**src/dbd_pkg.sv**
```systemverilog
// Shared types and constants for the debounced button PWM dimmer.
// Used by the interfaces, the sub-blocks and the top level.
package dbd_pkg;

  localparam int BTN_W      = 2;
  localparam int STEP_W     = 3;
  localparam int DEB_W      = 11;
  localparam int CNT_W      = 12;
  localparam int LVL_W      = 8;
  localparam int LVL_REGS   = 6;
  localparam int CFG_IDX_W  = 3;
  localparam int CFG_DATA_W = 11;

  // Configuration register indexes.
  localparam logic [CFG_IDX_W-1:0] REG_DEBOUNCE = 3'd0;
  localparam logic [CFG_IDX_W-1:0] REG_LEVEL_0  = 3'd1;
  localparam logic [CFG_IDX_W-1:0] REG_LEVEL_1  = 3'd2;
  localparam logic [CFG_IDX_W-1:0] REG_LEVEL_2  = 3'd3;
  localparam logic [CFG_IDX_W-1:0] REG_LEVEL_3  = 3'd4;
  localparam logic [CFG_IDX_W-1:0] REG_LEVEL_4  = 3'd5;
  localparam logic [CFG_IDX_W-1:0] REG_LEVEL_5  = 3'd6;

  // Button patterns (bit 0 down, bit 1 up).
  localparam logic [BTN_W-1:0] BTN_NONE = 2'b00;
  localparam logic [BTN_W-1:0] BTN_DOWN = 2'b01;
  localparam logic [BTN_W-1:0] BTN_UP   = 2'b10;
  localparam logic [BTN_W-1:0] BTN_BOTH = 2'b11;

  localparam logic [DEB_W-1:0] DEBOUNCE_RESET = 11'h400;

  typedef logic [LVL_REGS-1:0][LVL_W-1:0] level_arr_t;

  localparam level_arr_t LEVEL_RESET = {8'h40, 8'h20, 8'h10, 8'h04, 8'h02, 8'h00};

  typedef struct packed {
    logic [DEB_W-1:0] debounce_ticks;
    level_arr_t       level;
  } cfg_t;

endpackage

```
**src/dbd_if.sv**
```systemverilog
// Valid/ready channel interfaces for button samples and dimmer results.
// Depends on dbd_pkg.
interface dbd_in_if;
  import dbd_pkg::*;

  logic             valid;
  logic             ready;
  logic [BTN_W-1:0] buttons;

  modport source (output valid, output buttons, input ready);
  modport sink (input valid, input buttons, output ready);
endinterface

interface dbd_out_if;
  import dbd_pkg::*;

  logic              valid;
  logic              ready;
  logic              led_on;
  logic [STEP_W-1:0] current_step;

  modport source (output valid, output led_on, output current_step, input ready);
  modport sink (input valid, input led_on, input current_step, output ready);
endinterface

```
**src/dbd_cfg_regs.sv**
```systemverilog
// Configuration register file: debounce threshold and six PWM level values.
// Depends on dbd_pkg.
module dbd_cfg_regs (
  input  logic                           clk,
  input  logic                           rst,
  input  logic                           cfg_we,
  input  logic [dbd_pkg::CFG_IDX_W-1:0]  cfg_index,
  input  logic [dbd_pkg::CFG_DATA_W-1:0] cfg_data,
  output dbd_pkg::cfg_t                  cfg
);
  import dbd_pkg::*;

  cfg_t cfg_reg;

  always_ff @(posedge clk) begin
    if (rst) begin
      cfg_reg.debounce_ticks <= DEBOUNCE_RESET;
      cfg_reg.level          <= LEVEL_RESET;
    end else if (cfg_we) begin
      unique case (cfg_index)
        REG_DEBOUNCE: cfg_reg.debounce_ticks <= cfg_data[DEB_W-1:0];
        REG_LEVEL_0:  cfg_reg.level[0] <= cfg_data[LVL_W-1:0];
        REG_LEVEL_1:  cfg_reg.level[1] <= cfg_data[LVL_W-1:0];
        REG_LEVEL_2:  cfg_reg.level[2] <= cfg_data[LVL_W-1:0];
        REG_LEVEL_3:  cfg_reg.level[3] <= cfg_data[LVL_W-1:0];
        REG_LEVEL_4:  cfg_reg.level[4] <= cfg_data[LVL_W-1:0];
        REG_LEVEL_5:  cfg_reg.level[5] <= cfg_data[LVL_W-1:0];
        default: ;
      endcase
    end
  end

  assign cfg = cfg_reg;

endmodule

```
**src/dbd_debounce.sv**
```systemverilog
// Button debouncer: qualifies a stable, nonzero pattern as one press.
// Depends on dbd_pkg.
module dbd_debounce (
  input  logic                      clk,
  input  logic                      rst,
  input  logic                      en,
  input  logic [dbd_pkg::BTN_W-1:0] buttons,
  input  logic [dbd_pkg::DEB_W-1:0] debounce_ticks,
  output logic [dbd_pkg::BTN_W-1:0] press
);
  import dbd_pkg::*;

  logic [CNT_W-1:0] stable_count;
  logic [CNT_W-1:0] stable_count_next;
  logic [BTN_W-1:0] last_buttons;
  logic [CNT_W-1:0] ticks_ext;

  assign ticks_ext = {{(CNT_W-DEB_W){1'b0}}, debounce_ticks};

  // The count fires once on reaching the threshold and then sits above it,
  // so a held pattern presses exactly once.
  always_comb begin
    stable_count_next = stable_count;
    press             = BTN_NONE;
    if (buttons == BTN_NONE || buttons != last_buttons) begin
      stable_count_next = '0;
    end else if (stable_count < ticks_ext) begin
      stable_count_next = stable_count + 1'b1;
    end else if (stable_count == ticks_ext) begin
      stable_count_next = stable_count + 1'b1;
      press             = buttons;
    end
  end

  always_ff @(posedge clk) begin
    if (rst) begin
      stable_count <= '0;
      last_buttons <= BTN_NONE;
    end else if (en) begin
      stable_count <= stable_count_next;
      last_buttons <= buttons;
    end
  end

endmodule

```
**src/dbd_dimmer.sv**
```systemverilog
// Brightness step tracker and PWM phase counter with the LED compare.
// Depends on dbd_pkg.
module dbd_dimmer #(
  parameter int PWM_BITS   = 6,
  parameter int NUM_LEVELS = 6
) (
  input  logic                       clk,
  input  logic                       rst,
  input  logic                       en,
  input  logic [dbd_pkg::BTN_W-1:0]  press,
  input  dbd_pkg::level_arr_t        level,
  output logic                       led_on,
  output logic [dbd_pkg::STEP_W-1:0] step_next
);
  import dbd_pkg::*;

  localparam int CMP_W = (PWM_BITS > LVL_W) ? PWM_BITS : LVL_W;
  localparam logic [STEP_W-1:0] STEP_MAX  = STEP_W'(NUM_LEVELS - 1);
  localparam logic [STEP_W-1:0] STEP_BOTH = STEP_W'(NUM_LEVELS - 2);

  logic [PWM_BITS-1:0] pwm_phase;
  logic [STEP_W-1:0]   level_index;
  logic [CMP_W-1:0]    phase_ext;
  logic [CMP_W-1:0]    level_ext;

  // The compare uses the step held before this item's button handling.
  assign phase_ext = CMP_W'(pwm_phase);
  assign level_ext = CMP_W'(level[level_index]);
  assign led_on    = (phase_ext < level_ext);

  always_comb begin
    step_next = level_index;
    case (press)
      BTN_DOWN: if (level_index != '0) step_next = level_index - 1'b1;
      BTN_UP:   if (level_index < STEP_MAX) step_next = level_index + 1'b1;
      BTN_BOTH: step_next = (level_index == '0) ? STEP_BOTH : '0;
      default:  ;
    endcase
  end

  always_ff @(posedge clk) begin
    if (rst) begin
      pwm_phase   <= '0;
      level_index <= '0;
    end else if (en) begin
      pwm_phase   <= pwm_phase + 1'b1;
      level_index <= step_next;
    end
  end

endmodule

```
**src/debounced_button_pwm_dimmer_top.sv**
```systemverilog
// Each accepted button sample is one tick: its result (LED drive and the
// brightness step after the button handling) appears in the output register
// on the next cycle, and a new sample is taken every cycle, including while
// a finished result waits, as long as that result is taken in the same cycle.
// The sustained rate is one item per cycle while results are taken; the
// single output register is what sets it. Configuration is ready at reset
// and needs no clearing pass. Depends on dbd_pkg, the channel interfaces,
// dbd_cfg_regs, dbd_debounce and dbd_dimmer.
module debounced_button_pwm_dimmer_top #(
  parameter int PWM_BITS   = 6,
  parameter int NUM_LEVELS = 6
) (
  input  logic                           clk,
  input  logic                           rst,
  dbd_in_if.sink                         btn_in,
  dbd_out_if.source                      res_out,
  input  logic                           cfg_we,
  input  logic [dbd_pkg::CFG_IDX_W-1:0]  cfg_index,
  input  logic [dbd_pkg::CFG_DATA_W-1:0] cfg_data
);
  import dbd_pkg::*;

  cfg_t              cfg;
  logic              accept;
  logic [BTN_W-1:0]  press;
  logic              led_on_comb;
  logic [STEP_W-1:0] step_comb;
  logic              out_valid;
  logic              led_on;
  logic [STEP_W-1:0] current_step;

  assign btn_in.ready = !out_valid || res_out.ready;
  assign accept       = btn_in.valid && btn_in.ready;

  dbd_cfg_regs u_cfg (
    .clk       (clk),
    .rst       (rst),
    .cfg_we    (cfg_we),
    .cfg_index (cfg_index),
    .cfg_data  (cfg_data),
    .cfg       (cfg)
  );

  dbd_debounce u_debounce (
    .clk            (clk),
    .rst            (rst),
    .en             (accept),
    .buttons        (btn_in.buttons),
    .debounce_ticks (cfg.debounce_ticks),
    .press          (press)
  );

  dbd_dimmer #(
    .PWM_BITS   (PWM_BITS),
    .NUM_LEVELS (NUM_LEVELS)
  ) u_dimmer (
    .clk       (clk),
    .rst       (rst),
    .en        (accept),
    .press     (press),
    .level     (cfg.level),
    .led_on    (led_on_comb),
    .step_next (step_comb)
  );

  always_ff @(posedge clk) begin
    if (rst) begin
      out_valid <= 1'b0;
    end else if (accept) begin
      out_valid <= 1'b1;
    end else if (res_out.ready) begin
      out_valid <= 1'b0;
    end
  end

  always_ff @(posedge clk) begin
    if (accept) begin
      led_on       <= led_on_comb;
      current_step <= step_comb;
    end
  end

  assign res_out.valid        = out_valid;
  assign res_out.led_on       = led_on;
  assign res_out.current_step = current_step;

endmodule

```
**src/flat_wrapper.sv**
```systemverilog
// flat-port wrapper written by rule: the top's interface ports become plain ports
module debounced_button_pwm_dimmer_top_flat import dbd_pkg::*;
#(
  parameter int PWM_BITS   = 6,
  parameter int NUM_LEVELS = 6
)
  (clk, rst, cfg_we, cfg_index, cfg_data, btn_in_valid, btn_in_buttons, btn_in_ready, res_out_valid, res_out_led_on, res_out_current_step, res_out_ready);
  dbd_in_if btn_in_i ();
  dbd_out_if res_out_i ();
  input  logic clk;
  input  logic rst;
  input  logic cfg_we;
  input  logic [dbd_pkg::CFG_IDX_W-1:0] cfg_index;
  input  logic [dbd_pkg::CFG_DATA_W-1:0] cfg_data;
  input wire logic [$bits(btn_in_i.valid)-1:0] btn_in_valid;
  input wire logic [$bits(btn_in_i.buttons)-1:0] btn_in_buttons;
  output wire logic [$bits(btn_in_i.ready)-1:0] btn_in_ready;
  output wire logic [$bits(res_out_i.valid)-1:0] res_out_valid;
  output wire logic [$bits(res_out_i.led_on)-1:0] res_out_led_on;
  output wire logic [$bits(res_out_i.current_step)-1:0] res_out_current_step;
  input wire logic [$bits(res_out_i.ready)-1:0] res_out_ready;
  assign btn_in_i.valid = btn_in_valid;
  assign btn_in_i.buttons = btn_in_buttons;
  assign btn_in_ready = btn_in_i.ready;
  assign res_out_valid = res_out_i.valid;
  assign res_out_led_on = res_out_i.led_on;
  assign res_out_current_step = res_out_i.current_step;
  assign res_out_i.ready = res_out_ready;
  debounced_button_pwm_dimmer_top #(.PWM_BITS(PWM_BITS), .NUM_LEVELS(NUM_LEVELS)) u_core (.clk(clk), .rst(rst), .btn_in(btn_in_i), .res_out(res_out_i), .cfg_we(cfg_we), .cfg_index(cfg_index), .cfg_data(cfg_data));
endmodule
```
**config.mk**
```make
export PLATFORM = sky130hd
export DESIGN_NAME = debounced_button_pwm_dimmer_top_flat
export DESIGN_NICKNAME = d
export VERILOG_FILES = /design/src/dbd_pkg.sv /design/src/dbd_if.sv /design/src/dbd_cfg_regs.sv /design/src/dbd_debounce.sv /design/src/dbd_dimmer.sv /design/src/debounced_button_pwm_dimmer_top.sv /design/src/flat_wrapper.sv
export SDC_FILE = /design/constraint.sdc
export NUM_CORES = 1
export LEC_CHECK = 0
export BUFFER_PORTS_ARGS = -buffer_cell sky130_fd_sc_hd__buf_2
export CAP_MARGIN = 10
export CORE_MARGIN = 3
export CORE_UTILIZATION = 45
export DETAILED_ROUTE_END_ITERATION = 6
export GPL_TIMING_DRIVEN = 0
export RECOVER_POWER = 50
export SYNTH_ARGS = -nofsm -noshare
export SYNTH_HDL_FRONTEND = slang
export SYNTH_HIERARCHICAL = 1
export SYNTH_SLANG_ARGS = --single-unit
```
**constraint.sdc**
```tcl
create_clock -name clk -period 2.6 [get_ports clk]
set_input_delay 0.39 -clock clk [delete_from_list [all_inputs] [get_ports clk]]
set_output_delay 0.39 -clock clk [all_outputs]
set_load 0.01 [all_outputs]
```
==> results of run 1 <==
-- cell type report --
cell class / count / area [sq um]
fillers: 921 / 4512
clock inverters: 3 / 47.55
repair buffers: 30 / 186.4
inverters: 20 / 75.07
well taps: 133 / 166.4
clock buffers: 13 / 170.2
flip-flops and latches: 87 / 1788
plain buffers: 30 / 186.4
multi-input cells: 366 / 2868
-- worst max-delay path: cells and delay by family, from the launching register on --
kind                       cells  cell delay [ps]
muxes                          1              250
AOI/OAI and AO/OA              4              470
DFF                            1              350
adders and majority gates      1              220
buffers and inverters          3              420
and+or+nand+nor                2              560
-- kinds of logic (layout without fill, tap and decap cells) --
family                   after synthesis  after routing  synth area share [%]
AND/OR/NAND/NOR                      181            183                 23.10
flip-flops                            87             87                 37.76
AO/OA/AOI/OAI                         80             80                 10.61
multiplexers                          77             77                 16.97
buffers and inverters                 52             96                 5.065
adder cells (fa/ha/maj)               21             21                 5.569
XOR/XNOR                               5              5                0.9283
-- metrics by stage --
step                      std cells  setup slack, ps
after floorplan                 503            87.55
after global placement          660           -479.9
after detailed placement        660           -537.4
after CTS                       678            3.294
after global routing            682           -9.843
final                           682            67.85
-- final timing paths --
| check | start | endpoint | slack (ps) | cells after the start |
|---|---|---|---|---|
| worst max-delay path | u_core/u_dimmer/level_index[0]$_SDFFE_PP0P_ | u_core/res_out.led_on$_DFFE_PP_ | 70 | 11 |
| worst min-delay path | btn_in_valid | u_core/res_out.valid$_SDFFE_PP0P_ | 280 | 3 |
| worst max register to register | u_core/u_dimmer/level_index[0]$_SDFFE_PP0P_ | u_core/res_out.led_on$_DFFE_PP_ | 70 | 11 |
| worst min register to register | u_core/u_cfg/cfg[56]$_SDFFE_PP0P_ | u_core/u_cfg/cfg[56]$_SDFFE_PP0P_ | 480 | 2 |
-- power groups by stage --
stage / clock (mW) / sequential (mW) / combinational [mW]
3_3_place_gp: 0 / 1.43 / 0.249
3_5_place_dp: 0 / 1.43 / 0.254
6_report: 1.04 / 1.40 / 0.267
2_1_floorplan: 0 / 1.43 / 0.170
4_1_cts: 1.06 / 1.40 / 0.258
5_1_grt: 1.11 / 1.40 / 0.294
-- per-layer routing --
layer | global-route usage, % | part of all wire [%] | vias up
met5 | 0 | 0 | -
met4 | 5.410 | 1.0 | 0
met3 | 3.821 | 4.2 | 10
met2 | 33.84 | 47 | 78
met1 | 28.78 | 48 | 1813
li1 | - | - | 1869
-- synth_stat cells, drive strengths merged, types with 5 or more instances --
cell | n | area, sq um
dfxtp | 83 | 1662
mux2i | 71 | 710.7
nand2b | 65 | 414.1
nor2 | 29 | 108.9
a21oi | 26 | 133.9
o21ai | 24 | 120.1
nand2 | 22 | 82.58
ha | 21 | 262.8
inv | 20 | 75.07
buf | 16 | 103.8
clkbuf | 16 | 60.06
nor2b | 9 | 56.30
or4 | 8 | 60.06
nand4 | 7 | 43.79
and2 | 5 | 33.78
nand4b | 5 | 43.79
-- what timing repair did --
item,in CTS,in global routing
setup buffers,4,1
pin swaps,0,9
setup endpoints to repair,7,7
gates cloned,0,3
hold buffers,0,0
resized for setup,18,29
==> reports/metrics.csv, run 1 <==
metric,value,unit
status,completed,
drc_errors,0,
switching_share,25.14,%
grt_max_degree,15,
via_per_inst,5.528,
cts_tree,built,
post-route-util,54.88,%
tightest_slew,623.9,ps
cp_slowest_cell,or4_4,
fp-row-count,36,
clock_skew,10.05,ps
dr_total_vias,3770,
cts_root_buf,clkbuf_8,
p_per_area,493.2,mW/mm^2
nets,586,
post_dp_cell_area,0.005005,sq mm
clock_sinks,87,
drt_iter0_markers,181,
mostFrequentLayoutCell,dfxtp_1,
htreeDepth,3,
setup_viol,0,
layout_common_cells,"78 x dfxtp_1, 68 x mux2i_1, 64 x nand2b_1, 29 x nor2_1, 26 x buf_2",
setup_tns,0,ps
antennaDiodeCount,0,
ioPinCount,27,
grt.overflow.total,0,
clock.fmax,394.9,MHz
worstSetupEndpointType,flip-flop,
synth.avg_cell_area,9.380,sq um
timing.hold.ws,276.5,ps
p_clk_share,38.4,%
path_max_fanout,11,
die_h,108.4,microns
routed_wl,11840,microns
final_layout_size_suffix_gt1_share,18.21,%
power,2.707,mW
p_leak,2.274,nW
pwr-share-comb,9.9,%
maxSlewViolCount,0,
grt_pass1_vias,3613,
io_buffers,24,
synthFlopType,dfxtp_1,
start_kind,flip-flop,
largest_reg_flops,59,
cpMostUsedCell,buf_12,
maxSlewHeadroom,58.38,%
clk_pin_slew,90,ps
area_growth,16.31,%
power.internal,2.026,mW
synth-edff-count,4,
min_period,2532,ps
routedWlPerCell,17.36,microns
fin_area,0.005488,sq mm
cts_max_path_buffers,2,
hold_path_class,in2reg,
ys_types,61,
switching_power,0.6804,mW
ys_ff_latch,87,
clk_latency,360,ps
antenna_found_initial,0,
yosysSeqAreaShare,37.76,%
detail_route.first_pass.iterations,5,
ir_drop,0.0002906,V
grt_usage,20.89,%
pwr-share-seq,51.7,%
required,2690,ps
synth_area,0.004718,sq mm
syn_nets,545,
drv_cap,0,
gp_congestion,0.8151,
dieArea,0.01175,sq mm
hold_viol_final,0,
slowest_delay,490,ps
arrival,2620,ps
fp.coreArea,0.01000,sq mm
fp.dieW,108.4,microns
synth_warnings,6,
dpl.hpwl,8116,microns
fin_crit_sh,97.39,%
cts-buffers-inserted,9,
drt.antenna.violating_nets,0,
ys_async_sr_fraction,0,%
grt_pass1_wl,19030,microns
netlist_instances,503,
crit_chain,buf_6 > buf_12 > buf_12 > mux2i_4 > o22ai_2 > a21oi_2 > ha_2 > o21ai_0 > a21oi_1 > nor3_1 > or4_4,
start_util,47.18,%
worstSetupPathType,reg2reg,
Power figures use the tool's default switching activity.
==> inputs of run 2 (changes only) <==
--- a/config.mk
+++ b/config.mk
@@ -5,6 +5,7 @@
 export SDC_FILE = /design/constraint.sdc
 export NUM_CORES = 1
 export LEC_CHECK = 0
+export ABC_AREA = 1
 export BUFFER_PORTS_ARGS = -buffer_cell sky130_fd_sc_hd__buf_2
 export CAP_MARGIN = 10
 export CORE_MARGIN = 3
@@ -14,5 +15,4 @@
 export RECOVER_POWER = 50
 export SYNTH_ARGS = -nofsm -noshare
 export SYNTH_HDL_FRONTEND = slang
-export SYNTH_HIERARCHICAL = 1
 export SYNTH_SLANG_ARGS = --single-unit
==> reports/metrics.csv, run 2 <==
metric,value,unit,change
critPathLaunch,u_core.u_dimmer.level_index[0]$_SDFFE_PP0P_,,
setup_tns,0,ps,unchanged
post_cts_resize_count,0,,-18
worstSetupPathType,reg2reg,,
post-route-util,51.74,%,-3.1 points
yosys-top-cells-area,"dfxtp_1 38%, nor2_1 11%, o21ai_0 8.7%, nand2_1 6.7%, ha_1 6.1%",,
drc_errors,0,,unchanged
start_kind,flip-flop,,
power,2.732,mW,+0.94%
ys_types,38,,-38%
synth-edff-count,4,,unchanged
fp.dieW,104.2,microns,-3.9%
path_max_fanout,11,,unchanged
gp_congestion,0.9041,,+11%
largest_reg_flops,59,,unchanged
cts_root_buf,clkbuf_8,,
yosysTopAreaCell,dfxtp_1,,
maxSlewHeadroom,54.94,%,-3.4 points
post_dp_cell_area,0.004623,sq mm,-7.6%
setup_viol,0,,unchanged
tightest_slew,671.4,ps,+47.50 ps
p_per_area,568.8,mW/mm^2,+15%
yosysSeqAreaShare,41.08,%,+3.3 points
antennaDiodeCount,0,,unchanged
syn_nets,640,,+17%
yosys-top-cells-count,"124 x nor2_1, 83 x dfxtp_1, 77 x nand2_1",,
mostFrequentLayoutCell,nor2_1,,
cts_max_path_buffers,2,,unchanged
nets,675,,+15%
dpl.hpwl,8365,microns,+3.1%
cts-buffers-inserted,9,,unchanged
via_per_inst,5.245,,-5.1%
preCtsSetupSlack,176.9,ps,+714.3 ps
cts_tree,built,,
ys_async_sr_fraction,0,%,unchanged
synth_warnings,0,,-6
synth_top_area_share,38.32,%,+3.1 points
status,completed,,
hold_viol_final,0,,unchanged
min_period,2438,ps,-94.55 ps
cts_hold_buf,0,,unchanged
ir_drop,0.0003004,V,+3.4%
dp_cells,752,,+14%
drv_cap,0,,unchanged
grt.overflow.total,0,,unchanged
reg2reg_from,u_core.u_dimmer.level_index[0]$_SDFFE_PP0P_,,
fin_area,0.004803,sq mm,-12%
ioPinCount,27,,unchanged
ys_ff_latch,87,,unchanged
timing.hold.ws,274.7,ps,-1.826 ps
netlist_instances,598,,+19%
drt_iter0_markers,266,,+47%
synthFlopType,dfxtp_1,,
cts_setup_buffers,0,,-4
grt_max_degree,17,,+2
antenna_found_initial,0,,unchanged
hold_path_class,in2reg,,
arrival,2630,ps,about the same
fp.coreArea,0.009284,sq mm,-7.2%
fin_ws,162.4,ps,+94.55 ps
drt.antenna.violating_nets,0,,unchanged
detail_route.first_pass.iterations,5,,unchanged
required,2790,ps,+100 ps
routedWlPerCell,14.83,microns,-15%
maxSlewViolCount,0,,unchanged
final_layout_size_suffix_gt1_share,8.307,%,-9.9 points
htreeDepth,3,,unchanged
die_h,104.2,microns,-3.9%
clk_latency,360,ps,about the same
fin_crit_sh,93.75,%,-3.6 points
fp-row-count,35,,-2.8%
grt_pass1_vias,3707,,+2.6%
clock_sinks,87,,unchanged
dr_total_vias,4023,,+6.7%
worstSetupEndpointType,flip-flop,,
routed_wl,11370,microns,-4.0%
synth.avg_cell_area,7.252,sq um,-23%
io_buffers,25,,+4.2%
layout_common_cells,"124 x nor2_1, 83 x dfxtp_1, 77 x nand2_1, 75 x o21ai_0, 57 x inv_1",,
area_growth,10.76,%,
post_layout_nonfiller_instances,767,,+12%
synth.most_common_cell,nor2_1,,
grt_pass1_wl,18890,microns,-0.73%
rsz0062_at_grt,false,,
dieArea,0.01085,sq mm,-7.6%
start_util,46.71,%,-0.47 points
clock.fmax,410.2,MHz,+3.9%
worstHoldStart,cfg_data[10],,
clk_pin_slew,90,ps,about the same
clock_skew,13.24,ps,+3.195 ps
grt_usage,21.60,%,+0.71 points
p_leak,2.061,nW,-9.4%
synth_area,0.004337,sq mm,-8.1%
-- run 2: cell types whose count changed in the layout (fill, tap and decap cells not counted), moves of 18 or more --
cell      change
o21ai_0      +54
inv_1        +40
a21oi_1      +18
nand2b_1     -64
mux2i_1      -68
nor2_1       +95
nand2_1      +55
-- run 2: path summary, 6_finish.rpt --
| path | to | slack [ps] | depth (start not counted) |
|---|---|---|---|
| max | u_core.res_out.led_on$_DFFE_PP_ | 160 | 8 |
| min | u_core.u_cfg.cfg[58]$_SDFFE_PP1P_ | 270 | 3 |
| max reg2reg | u_core.res_out.led_on$_DFFE_PP_ | 160 | 8 |
| min reg2reg | u_core.u_cfg.cfg[42]$_SDFFE_PP0P_ | 460 | 2 |
-- run 2: where the power goes --
group          total [mW]  switching (mW)  internal, mW  leakage, nW
Combinational       0.358           0.242         0.115         1.25
Sequential           1.42          0.0295          1.39        0.714
Clock               0.952           0.530         0.422       0.0976
Total                2.73           0.802          1.93         2.06
-- run 2: worst max-delay path, stage by stage (launching register included) --
cell and delay (ps):
dfxtp_1 400, clkinv_1 230, clkbuf_1 340, o211ai_1 360, o311a_1 290, ha_1 260, a21oi_1 150, nor2_1 60
a21oi_1 180
-- run 2: area by class of cell --
type / instances / area [sq um]
Multi-Input combinational cell: 430 / 2238
Timing Repair Buffer: 25 / 113.9
Clock inverter: 5 / 45.04
Sequential cell: 87 / 1782
Inverter: 65 / 244.0
Tap cell: 129 / 161.4
Clock buffer: 11 / 152.6
Fill cell: 970 / 4481
Buffer: 15 / 66.31
-- run 2: metal layers --
metal / share of wire [%] / global-route usage, % / routed length, microns
met1: 48 / 29.29 / 5471
met5: 0 / 0 / 0
met4: 1.5 / 5.983 / 176
met3: 5.1 / 3.352 / 584
met2: 45 / 35.79 / 5140
-- run 2: logic make-up (layout without fill, tap and decap cells) --
| logic type | count (synthesis) | after routing | share of synthesized area [%] |
|---|---|---|---|
| xor gates and xnor gates | 6 | 6 | 1.212 |
| and+or+nand+nor | 261 | 261 | 26.23 |
| DFF | 87 | 87 | 41.08 |
| adders and majority gates | 21 | 21 | 6.059 |
| buffers and inverters | 81 | 121 | 7.299 |
| AOI/OAI and AO/OA | 142 | 142 | 18.12 |
==> inputs of run 3 (changes only) <==
--- a/config.mk
+++ b/config.mk
@@ -9,9 +9,10 @@
 export BUFFER_PORTS_ARGS = -buffer_cell sky130_fd_sc_hd__buf_2
 export CAP_MARGIN = 10
 export CORE_MARGIN = 3
-export CORE_UTILIZATION = 45
+export CORE_UTILIZATION = 55
 export DETAILED_ROUTE_END_ITERATION = 6
 export GPL_TIMING_DRIVEN = 0
+export PLACE_DENSITY = 0.76
 export RECOVER_POWER = 50
 export SYNTH_ARGS = -nofsm -noshare
 export SYNTH_HDL_FRONTEND = slang
==> reports/metrics.csv, run 3 (synthesized netlist as in run 2, its figures left out) <==
metric,value,unit,change
start_kind,flip-flop,,
cts_hold_buf,0,,unchanged
worstSetupEndpointType,flip-flop,,
min_path_cells,3,,unchanged
cpMostUsedCell,a21oi_1,,
hold_viol_final,0,,unchanged
dieArea,0.008986,sq mm,-17%
tightest_slew,669.0,ps,-2.385 ps
path_max_fanout,11,,unchanged
maxSlewHeadroom,55.10,%,+0.16 points
mostFrequentLayoutCell,nor2_1,,
cts_max_path_buffers,2,,unchanged
worstSetupPathType,reg2reg,,
cts_root_buf,clkbuf_8,,
die_h,94.80,microns,-9.0%
hold_path_class,in2reg,,
post_dp_cell_area,0.004586,sq mm,-0.81%
clock_sinks,87,,unchanged
p_leak,2.068,nW,+0.36%
clock_skew,6.438,ps,-6.803 ps
post_layout_nonfiller_instances,737,,-3.9%
worstHoldStart,cfg_data[10],,
arrival,2590,ps,-40 ps
status,completed,,
final_layout_size_suffix_gt1_share,8.464,%,+0.16 points
slowest_delay,400,ps,about the same
dp_cells,722,,-4.0%
fp-row-count,31,,-11%
area_growth,9.781,%,
start_util,58.23,%,+12 points
grt_pass1_wl,18110,microns,-4.2%
clock.fmax,421.4,MHz,+2.7%
cpLargestDelayFamily,compound AO/OA/AOI/OAI gates,,
cts_tree,built,,
holdPathEnd,u_core.u_cfg.cfg[58]$_SDFFE_PP1P_,,
post_cts_resize_count,0,,unchanged
power,2.686,mW,-1.7%
maxSlewViolCount,0,,unchanged
layout_common_cells,"124 x nor2_1, 83 x dfxtp_1, 77 x nand2_1, 75 x o21ai_0, 57 x inv_1",,
fin_crit_sh,91.28,%,-2.5 points
antenna_found_initial,0,,unchanged
crit_chain,clkinv_1 > clkbuf_1 > o211ai_1 > o311a_1 > ha_1 > a21oi_1 > o21ai_0 > a21oi_1,,
routed_wl,11010,microns,-3.2%
drt_iter0_markers,268,,+0.75%
cp_slowest_cell,dfxtp_1,,
r2r_end,u_core.res_out.led_on$_DFFE_PP_,,
routedWlPerCell,14.93,microns,+0.70%
reg2reg_depth,8,,unchanged
setup_viol,0,,unchanged
largest_reg_flops,59,,unchanged
grt_usage,25.86,%,+4.3 points
clk_latency,350,ps,about the same
fin_area,0.004761,sq mm,-0.89%
drt.antenna.violating_nets,0,,unchanged
gp_congestion,0.9487,,+4.9%
clk_pin_slew,90,ps,about the same
reg2reg_from,u_core.u_dimmer.level_index[0]$_SDFFE_PP0P_,,
r2r_slack,230,ps,+60 ps
fill_cells,706,,-27%
grt_max_degree,16,,-1
timing.hold.ws,278.2,ps,+3.523 ps
fp.coreArea,0.007447,sq mm,-20%
antennaDiodeCount,0,,unchanged
grt.overflow.total,0,,unchanged
dr_total_vias,4082,,+1.5%
detail_route.first_pass.iterations,5,,unchanged
ioPinCount,27,,unchanged
fp.dieW,94.80,microns,-9.0%
cp_num_buf_inv,2,,unchanged
required,2810,ps,+20 ps
drc_errors,0,,unchanged
cts_setup_buffers,0,,unchanged
htreeDepth,3,,unchanged
grt_pass1_vias,3731,,+0.65%
nets,675,,unchanged
dpl.hpwl,8156,microns,-2.5%
drv_cap,0,,unchanged
rsz0062_at_grt,false,,
ir_drop,0.0003685,V,+23%
p_per_area,564.2,mW/mm^2,-0.81%
cts-buffers-inserted,9,,unchanged
setup_tns,0,ps,unchanged
io_buffers,25,,unchanged
via_per_inst,5.539,,+5.6%
min_period,2373,ps,-64.28 ps
-- run 3: stage by stage --
stage               util (%)  setup slack (ps)
floorplan                  -             595.6
global placement       61.58             217.1
detailed placement     61.58             188.9
CTS                    64.15             173.2
global route           63.93             21.28
finish                 63.93             226.7
-- run 3: power breakdown --
| group | internal (mW) | switching (mW) |
|---|---|---|
| combinational | 0.115 | 0.239 |
| clock | 0.415 | 0.495 |
| sequential | 1.39 | 0.0296 |
| total | 1.92 | 0.764 |
-- run 3: how the worst max path moves through the flow --
stage               cells after the start                                   startpoint                               to  slack, ps
floorplan                               8  u_core.u_dimmer.level_index[0]$_SDFFE_PP0P_  u_core.res_out.led_on$_DFFE_PP_        600
global placement                        8  u_core.u_dimmer.level_index[0]$_SDFFE_PP0P_  u_core.res_out.led_on$_DFFE_PP_        220
detailed placement                      8  u_core.u_dimmer.level_index[0]$_SDFFE_PP0P_  u_core.res_out.led_on$_DFFE_PP_        190
CTS                                     8  u_core.u_dimmer.level_index[0]$_SDFFE_PP0P_  u_core.res_out.led_on$_DFFE_PP_        170
global route                            8  u_core.u_dimmer.level_index[0]$_SDFFE_PP0P_  u_core.res_out.led_on$_DFFE_PP_         20
finish                                  8  u_core.u_dimmer.level_index[0]$_SDFFE_PP0P_  u_core.res_out.led_on$_DFFE_PP_        230
-- run 3: cell type report --
cell class | count | area, sq um | share of cell area [%]
Inverter | 65 | 244.0 | 5.125
Timing Repair Buffer | 25 | 116.4 | 2.444
Multi-Input combinational cell | 430 | 2238 | 47.02
Clock buffer | 11 | 152.6 | 3.206
Sequential cell | 87 | 1782 | 37.42
Clock inverter | 5 | 38.79 | 0.8147
Tap cell | 99 | 123.9 | 2.602
Buffer | 15 | 65.06 | 1.367
-- run 3: worst reg2reg max path: cells and delay by family, from the launching register on --
family	cells	cell delay, ps
AO/OA/AOI/OAI	5	990
buffers and inverters	2	570
flip-flops	1	400
adder cells (fa/ha/maj)	1	260
-- run 3: per-layer routing --
metal	up-vias	share of wire (%)	GRT usage (%)
met5	-	0	0
met4	0	2.4	8.654
met3	20	6.9	4.940
met2	141	46	42.22
met1	1872	45	34.29
li1	2049	-	-
